File: config.mk
export PLATFORM = sky130hd
export DESIGN_NAME = tsbe_scan
export DESIGN_NICKNAME = d
export VERILOG_FILES = /design/src/design/tsbe_pkg.sv /design/src/design/tsbe_scan.sv
export SDC_FILE = /design/constraint.sdc
export NUM_CORES = 1
export LEC_CHECK = 0
export ABC_AREA = 1
export BUFFER_PORTS_ARGS = -buffer_cell sky130_fd_sc_hd__buf_2
export CORE_AREA = 4 4 41 43
export DETAILED_ROUTE_END_ITERATION = 6
export DIE_AREA = 0 0 45 47
export PLACE_DENSITY_LB_ADDON = 0.12
export RECOVER_POWER = 50
export SLEW_MARGIN = 40
export SYNTH_ARGS = -nofsm -noshare
export SYNTH_HDL_FRONTEND = slang
export SYNTH_SLANG_ARGS = --single-unit
File: constraint.sdc
create_clock -name vclk -period 1.65
set_input_delay 0 -clock vclk [all_inputs]
set_output_delay 0 -clock vclk [all_outputs]
set_load 0.02 [all_outputs]
File: src/design/tsbe_pkg.sv
// Package for the two-bit state bitmap engine: sizes, command and status
// codes, sequencer states and the scan result struct.
// No dependencies; compile first.
package tsbe_pkg;

  localparam int BITMAP_BYTES = 1024;
  localparam int ADDR_W       = $clog2(BITMAP_BYTES);
  localparam int BYTES_W      = 11;
  localparam int CMD_W        = 2;
  localparam int INDEX_W      = 12;
  localparam int STATE_W      = 2;
  localparam int STATUS_W     = 2;
  localparam int VALUE_W      = 13;
  localparam int LANES        = 4;
  localparam int BYTE_W       = LANES * STATE_W;
  localparam int CNT_W        = $clog2(LANES + 1);
  localparam int POS_W        = $clog2(LANES);

  localparam logic [CMD_W-1:0] CMD_SET   = 2'd0;
  localparam logic [CMD_W-1:0] CMD_FIND  = 2'd1;
  localparam logic [CMD_W-1:0] CMD_COUNT = 2'd2;

  localparam logic [STATUS_W-1:0] STAT_OK        = 2'd0;
  localparam logic [STATUS_W-1:0] STAT_NOT_FOUND = 2'd1;
  localparam logic [STATUS_W-1:0] STAT_RANGE     = 2'd2;

  typedef enum logic [2:0] {
    ST_CLEAR,
    ST_IDLE,
    ST_SET_WR,
    ST_SCAN,
    ST_DONE
  } seq_state_t;

  typedef struct packed {
    logic             hit;
    logic [POS_W-1:0] pos;
    logic [CNT_W-1:0] count;
  } scan_res_t;

endpackage

File: src/design/tsbe_scan.sv
// Shared byte scan unit: compares the four entries of one byte to a state,
// gives hit, first matching lane and match count. Depends on tsbe_pkg.
module tsbe_scan (
  input  logic [tsbe_pkg::BYTE_W-1:0]  byte_data,
  input  logic [tsbe_pkg::STATE_W-1:0] match_value,
  input  logic [tsbe_pkg::LANES-1:0]   lane_en,
  output tsbe_pkg::scan_res_t          res
);
  import tsbe_pkg::*;

  always_comb begin
    logic [LANES-1:0] m;
    res = '0;
    for (int k = 0; k < LANES; k++) begin
      m[k] = lane_en[k] && (byte_data[k*STATE_W +: STATE_W] == match_value);
    end
    // priority from the highest lane down so the lowest match wins
    for (int k = LANES - 1; k >= 0; k--) begin
      if (m[k]) begin
        res.pos = POS_W'(k);
      end
    end
    for (int k = 0; k < LANES; k++) begin
      res.count = res.count + CNT_W'(m[k]);
    end
    res.hit = |m;
  end

endmodule

======== Word-level counts from Yosys, hierarchy flattened ========
Index checks and enable logic that the tools add are counted.
storage, ports and cells
  bits in registers ....................... 0
  word-level logic and storage cells ...... 16
  output and inout bits ................... 6
cells by class
  reductions and logical operators ........ 5
  eq/ne operators ......................... 4
  $add $sub $neg .......................... 3
  muxes and demuxes ....................... 4
operator list
  operator              count
  equality test 2 bit   4
  two-way mux 2 bit     4
  logical AND 1 bit     4
  OR reduction 4 bit    1
  adder 2 x 1 -> 3 bit  1
  adder 3 x 1 -> 3 bit  1
  adder 1 x 1 -> 2 bit  1

======== Depth between registers and ports, before layout ========
Gate-level depths: netlist of the first run.
  depth in word-level cells ............... 6
  mapped depth ............................ 10

======== Worst setup path before layout of the first run ========
Ideal clock, no wire load.
  kind .................................... in2out
  from .................................... input match_value[0] (netlist name)
  to ...................................... output res[1] (netlist name)
  arrival time ............................ 1.366 ns
  stages on the path ...................... 7
  data required time ...................... 1.650 ns
  path slack .............................. 0.284 ns
  cells stage by stage .................... xnor2_1 -> nand3b_4 -> ha_1 -> inv_1 -> xor2_1 -> ha_1 -> ha_1
RTL lines
  what             line            source
  start, declared  tsbe_scan.sv:5  input logic [tsbe_pkg::STATE_W-1:0] match_value,
  end, declared    tsbe_scan.sv:7  output tsbe_pkg::scan_res_t res

==> impl_metrics.toml, run 1 <==
[drt]
drtIter0Drc = 0
route.detailed.drc = 0
vias = 342
wl_um = 677
wl_per_cell_um = 7.61
drt.antenna.violating_nets = 0
drt_pre_antenna_iters = 1
viasPerCell = 3.84

[die]
die_h_um = 47
die_width_um = 45
io_pins = 20
num_rows = 13
start_util_pct = 21.7
dieArea_mm2 = 0.00212
core-area_mm2 = 0.00130

[final_layout]
regArea_um2 = 0
clkbuf_count = 0
seq_cell_count = 0
drive_above_1_share_pct = 40.5
final_cell_mix = "nand2_1, buf_2, inv_1, buf_4, clkbuf_1"
multiInputGateArea_um2 = 256
n_fill_cell = 160
layout_commonest_cell = "nand2_1"
area_delta_synth_final_pct = 64.6
n_antenna_cell = 0
fin_nets = 94

[synth]
synth_nets = 69
ys_warn_count = 0
syn_area_um2 = 283
ys_types = 15
syn_avg_cell_area_um2 = 5.54
yosysSeqAreaShare_pct = 0
syn-instance-count = 51

[worst_setup_path]
crit_required_ps = 1650
critPathLaunchType = "primary input"
cp-end-kind = "output pin"
cp_max_fo = 4
critPathKind = "primary input to output pin"
cp.arrival_ps = 1520

[timing]
period_needed_ps = 1520
finalSetupViolCount = 0
hold_viol = 0
tns_ps = 0
max_slew_margin_pct = 83.1
max_freq_mhz = 657
fin_crit_sh_pct = 92.3
maxSlewViolCount = 0
finalWorstSetupSlack_ps = 127
tightest_slew_ps = 254
grt_setup_unrepaired = "no"

[placed_design]
dp_slack_ps = 19.5
portBuffers = 20
dp_hpwl_um = 630
place_congestion = 0.680

[global_routing]
grt-ovfl-total = 0
grt_pass1_vias = 288
grt_pass1_wl_um = 1040
grt_max_degree = 6
antenna_found_initial = 0
grt_use_total_pct = 6.29

[min_path]
worstHoldPathType = "primary input to output pin"

[outcome]
status = "complete, no violations"

[pwr]
p_leak_uw = 0.000310
irDropWorstVdd_v = 0.0000811
powerDensity_mw_per_mm2 = 294

[run]
maxCapViolCount = 0

[clocking]
holdBufCountCts = 0
final cells by class:
type                            count  share of cell area [%]
Multi-Input combinational cell     36                    55.1
Tap cell                           15                    4.03
Inverter                           15                    12.1
Timing Repair Buffer               23                    28.8
path summary, 6_finish.rpt:
| kind | startpoint | endpoint | slack (ps) | depth (start not counted) |
|---|---|---|---|---|
| hold / removal | lane_en[3] | res[3] | 490 | 6 |
| setup / recovery | match_value[0] | res[1] | 130 | 12 |
timing repair:
item / CTS / global route
resized for setup: 0 / 10
setup endpoints to repair: 0 / 1
endpoints found under the hold margin: 0 / 0
buffers inserted: 0 / 1
layer usage:
| layer | wire [um] | vias to the layer above | part of all wire (%) | GRT usage (%) |
|---|---|---|---|---|
| met4 | 0 | 0 | 0 | 0 |
| met1 | 273 | 136 | 40 | 6.74 |
| met5 | 0 | - | 0 | 0 |
| met3 | 48 | 0 | 7.1 | 0.766 |
| met2 | 356 | 10 | 53 | 13.6 |
| li1 | - | 196 | - | - |
stage by stage:
step | instance area, um^2 | util, % | hold WS (ps) | cells | power (uW)
after floorplan | 283 | - | 210 | 51 | 81.3
after global placement | 417 | 32.0 | 493 | 88 | 126
after detailed placement | 417 | 32.0 | 499 | 88 | 126
after CTS | 417 | 32.0 | 499 | 88 | 127
after global routing | 465 | 35.8 | 529 | 89 | 154
final | 465 | 35.8 | 494 | 89 | 137
logic make-up after synthesis:
group           Yosys count  share of synthesized area [%]
xor+xnor                  2                           6.20
simple gates             26                           47.3
fa+ha+maj                 4                           17.7
compound gates            4                           8.85
buf+inv                  15                           19.9
report_power, final:
group	internal, uW	switching [uW]
combinational	60.7	76.0
clock	0	0
sequential	0	0
cells in the mapped netlist, drive strengths merged:
library cell	number	share of area, %
a21boi	1	2.7
a21oi	2	3.5
ha	4	18
inv	15	20
nand2	17	23
nand3	4	8.8
nand3b	1	7.1
nor2	3	6.6
o21bai	1	2.7
or2	1	2.2
xnor2	1	3.1
xor2	1	3.1
worst max-delay path, cell delays in order:
cell and delay [ps]:
buf_6 100, inv_2 40, nand2_1 60, nand3_2 80, nor2_4 140, inv_1 50
ha_1 280, inv_1 80, xor2_1 150, ha_2 210, ha_4 200, buf_6 120
Note: power is estimated with default switching activity, not from simulation.
==> run 2, diff against run 1 <==
--- a/config.mk
+++ b/config.mk
@@ -12,6 +12,7 @@
 export DIE_AREA = 0 0 45 47
 export PLACE_DENSITY_LB_ADDON = 0.12
 export RECOVER_POWER = 50
+export SETUP_SLACK_MARGIN = 0.3
 export SLEW_MARGIN = 40
 export SYNTH_ARGS = -nofsm -noshare
 export SYNTH_HDL_FRONTEND = slang
==> run 2 against run 1 <==
  * Combinational power increased by 35%
  * Sequential cell count unchanged
  * Non-clock buffer count is 1 higher
  * Final area up 31%
  * Global-route usage increased by 0.94 points
  * Die area unchanged
  * Via count is 6.7% higher
==> impl_metrics.toml, run 2 (same netlist as run 1, synthesis figures left out) <==
[placed_design]
portBuffers = 20
dp_hpwl_um = 610
dp_slack_ps = 22.8
place_congestion = 0.667

[drt]
drt_pre_antenna_iters = 4
route.detailed.drc = 0
vias = 365
wl_um = 808
drt.antenna.violating_nets = 0
drtIter0Drc = 5
viasPerCell = 4.06
wl_per_cell_um = 8.98

[final_layout]
n_antenna_cell = 0
drive_above_1_share_pct = 56.0
fin_nets = 95
n_fill_cell = 135
layout_commonest_cell = "nand2_1"
regArea_um2 = 0
clkbuf_count = 0
seq_cell_count = 0
area_delta_synth_final_pct = 115
final_cell_mix = "nand2_1, buf_2, inv_1, buf_4"

[global_routing]
grt_use_total_pct = 7.24
grt_pass1_vias = 299
met1_usage_pct = 9.66
use_met3_pct = 0
grt_busiest_layer = "met2"
antenna_found_initial = 0
grt.met2_usage_pct = 13.8
grt_max_degree = 6
grt-ovfl-total = 0
grt_pass1_wl_um = 1190

[die]
io_pins = 20
core-area_mm2 = 0.00130
die_h_um = 47
start_util_pct = 21.7
die_width_um = 45
num_rows = 13
dieArea_mm2 = 0.00212

[pwr]
powerDensity_mw_per_mm2 = 304
irDropWorstVdd_v = 0.000117
power.share.clock_pct = 0
p_seq_share_pct = 0
p_switching_uw = 92.2
p_int_uw = 92.6
sw_frac_of_total_pct = 49.9
p_leak_uw = 0.000355
p_comb_share_pct = 100.0

[timing]
hold_viol = 0
tns_ps = 0
maxSlewViolCount = 0
tightest_slew_ps = 267
finalWorstSetupSlack_ps = 238
max_slew_margin_pct = 82.1
fin_crit_sh_pct = 85.6
max_freq_mhz = 708
grt_setup_unrepaired = "yes"
period_needed_ps = 1410
finalSetupViolCount = 0

[worst_setup_path]
critPathKind = "primary input to output pin"
cp-end-kind = "output pin"
cp.arrival_ps = 1410
cp_max_fo = 5
crit_required_ps = 1650
critPathLaunchType = "primary input"

[min_path]
worstHoldPathType = "primary input to output pin"

[outcome]
status = "complete, no violations"

[clocking]
holdBufCountCts = 0

[run]
maxCapViolCount = 0
## run 2: worst paths after layout
path	start	end	depth (start not counted)
worst max-delay path	match_value[1]	res[1]	11
worst min-delay path	byte_data[4]	res[5]	5
## run 2: area by class of cell
type	instances	area, um^2	area share (%)
tap	15	18.8	3.09
timing repair buffer	24	205	33.7
multi-input combinational	36	315	51.9
inverter	15	68.8	11.3
## run 2: worst max-delay path: stages
cell,delay [ps]
buf_12,90
inv_6,40
nand2_2,40
nand2_1,50
nand3b_4,160
ha_4,270
inv_2,30
xor2_1,160
ha_2,210
ha_4,260
buf_6,100
## run 2: through the flow
step,hold slack [ps],cell area [um^2],util (%),total power (uW),instances
2_1_floorplan,210,295,-,85.1,51
3_3_place_gp,494,437,33.6,129,89
3_5_place_dp,496,437,33.6,129,89
4_1_cts,500,552,42.4,166,89
5_1_grt,543,608,46.7,201,90
6_report,489,608,46.7,185,90
## run 2: per-layer routing
layer	wire length [um]	vias up
met5	0	-
met4	0	0
met3	59	0
met2	476	11
met1	272	154
li1	-	200
## run 2: power groups by stage
stage,Clock [uW],Sequential (uW),Combinational [uW]
6_report,0,0,185
5_1_grt,0,0,201
4_1_cts,0,0,166
3_5_place_dp,0,0,129
3_3_place_gp,0,0,129
2_1_floorplan,0,0,85.1
## run 2: timing repair
item | in CTS | in global routing
buffers inserted | 0 | 1
cloned | 0 | 0
pin swaps | 8 | 8
endpoints found under the setup margin | 3 | 3
gates resized for setup | 29 | 17
==> run 3, diff against run 2 <==
==> constraint.sdc (replaced) <==
create_clock -name vclk -period 1.6
set_input_delay 0.24 -clock vclk [all_inputs]
set_output_delay 0.24 -clock vclk [all_outputs]
set_load 0.02 [all_outputs]
==> run 3 against run 2 <==
  * The run now ends with setup timing left
  * Core utilization is 4.4 points higher
  * Critical path depth is 1 higher
  * Die area stayed put
  * First-iteration DRC count is 80% lower
  * Via count is 2.7% higher
  * Total power is 17% higher
  * Worst setup slack worse by 510 ps
==> impl_metrics.toml, run 3 (same netlist as run 1, synthesis figures left out) <==
[die]
die_h_um = 47
start_util_pct = 21.7
dieArea_mm2 = 0.00212
core-area_mm2 = 0.00130
die_width_um = 45
io_pins = 20
num_rows = 13

[final_layout]
drive_above_1_share_pct = 66.3
area_delta_synth_final_pct = 135
final_cell_mix = "nand2_1, buf_6, inv_1, buf_2, buf_4"
seq_cell_count = 0
n_antenna_cell = 0
regArea_um2 = 0
fin_nets = 100
layout_commonest_cell = "nand2_1"
n_fill_cell = 136
clkbuf_count = 0
final_cell_count_no_fill = 95

[drt]
drt.antenna.violating_nets = 0
vias = 375
route.detailed.drc = 0
drt_pre_antenna_iters = 3
wl_per_cell_um = 8.27
drtIter0Drc = 1
wl_um = 786
viasPerCell = 3.95

[global_routing]
grt-ovfl-total = 0
grt_max_degree = 5
grt_pass1_vias = 345
antenna_found_initial = 0
grt_pass1_wl_um = 1350
grt_use_total_pct = 8.12

[worst_setup_path]
cp.arrival_ps = 1630
critPathKind = "primary input to output pin"
crit_required_ps = 1360
cp_max_fo = 4
cp-end-kind = "output pin"
critPathLaunchType = "primary input"

[placed_design]
placed_cells = 92
dp_slack_ps = -524
portBuffers = 20
place_congestion = 0.697

[timing]
fin_crit_sh_pct = 117
finalSetupViolCount = 5
grt_setup_unrepaired = "yes"
tightest_slew_ps = 240
maxSlewViolCount = 0
period_needed_ps = 1870
max_freq_mhz = 534
max_slew_margin_pct = 83.9
finalWorstSetupSlack_ps = -272
hold_viol = 0

[outcome]
violations = "setup timing"
status = "complete, but fails checks"

[pwr]
irDropWorstVdd_v = 0.000132
p_leak_uw = 0.000388
powerDensity_mw_per_mm2 = 325

[run]
maxCapViolCount = 0

[min_path]
worstHoldPathType = "primary input to output pin"
## run 3: cell type report
type | count | area, um^2 | share of cell area (%)
multi-input cells | 36 | 327 | 49.1
repair buffers | 29 | 245 | 36.8
inverters | 15 | 75.1 | 11.3
well taps | 15 | 18.8 | 2.82
## run 3: metal layers
layer | up-vias | track usage (%) | share of wire (%)
met5 | - | 0 | 0
met4 | 0 | 0 | 0
met1 | 152 | 10.4 | 38
met3 | 0 | 0.383 | 7.8
li1 | 211 | - | -
met2 | 12 | 15.8 | 54
## run 3: critical path, cell delays in order
cell	delay, ps
buf_12	120
inv_16	30
nand2_4	50
nand3_4	60
nor2_4	90
inv_2	50
ha_4	250
inv_2	30
xor2_1	150
ha_2	190
ha_4	260
buf_6	100
## run 3: path summary, 6_finish.rpt
path,from,end,slack [ps],cells past startpoint
worst max-delay path,match_value[0],res[1],-270,12
worst min-delay path,lane_en[1],res[3],990,5
## run 3: report_power, final
part	internal (uW)	switching [uW]	leakage [uW]	total (uW)
sequential	0	0	0	0
combinational	115	101	0.000388	217
clock	0	0	0	0
total	115	101	0.000388	217
## run 3: timing repair
item,CTS,global route
setup endpoints to repair,6,6
pin swaps,14,8
gates cloned,0,0
gates resized for setup,36,4
setup buffers,2,1
hold buffers,0,0
## run 3: metrics by stage
step	power, uW	util, %	cell area (um^2)	setup TNS [ps]	hold slack, ps
final	217	51.2	666	-700	995
after global routing	236	51.2	666	-1070	1020
after CTS	212	49.8	648	-649	995
after detailed placement	152	38.3	498	-1370	977
after global placement	151	38.3	498	-1330	977
after floorplan	96.9	-	334	-208	691
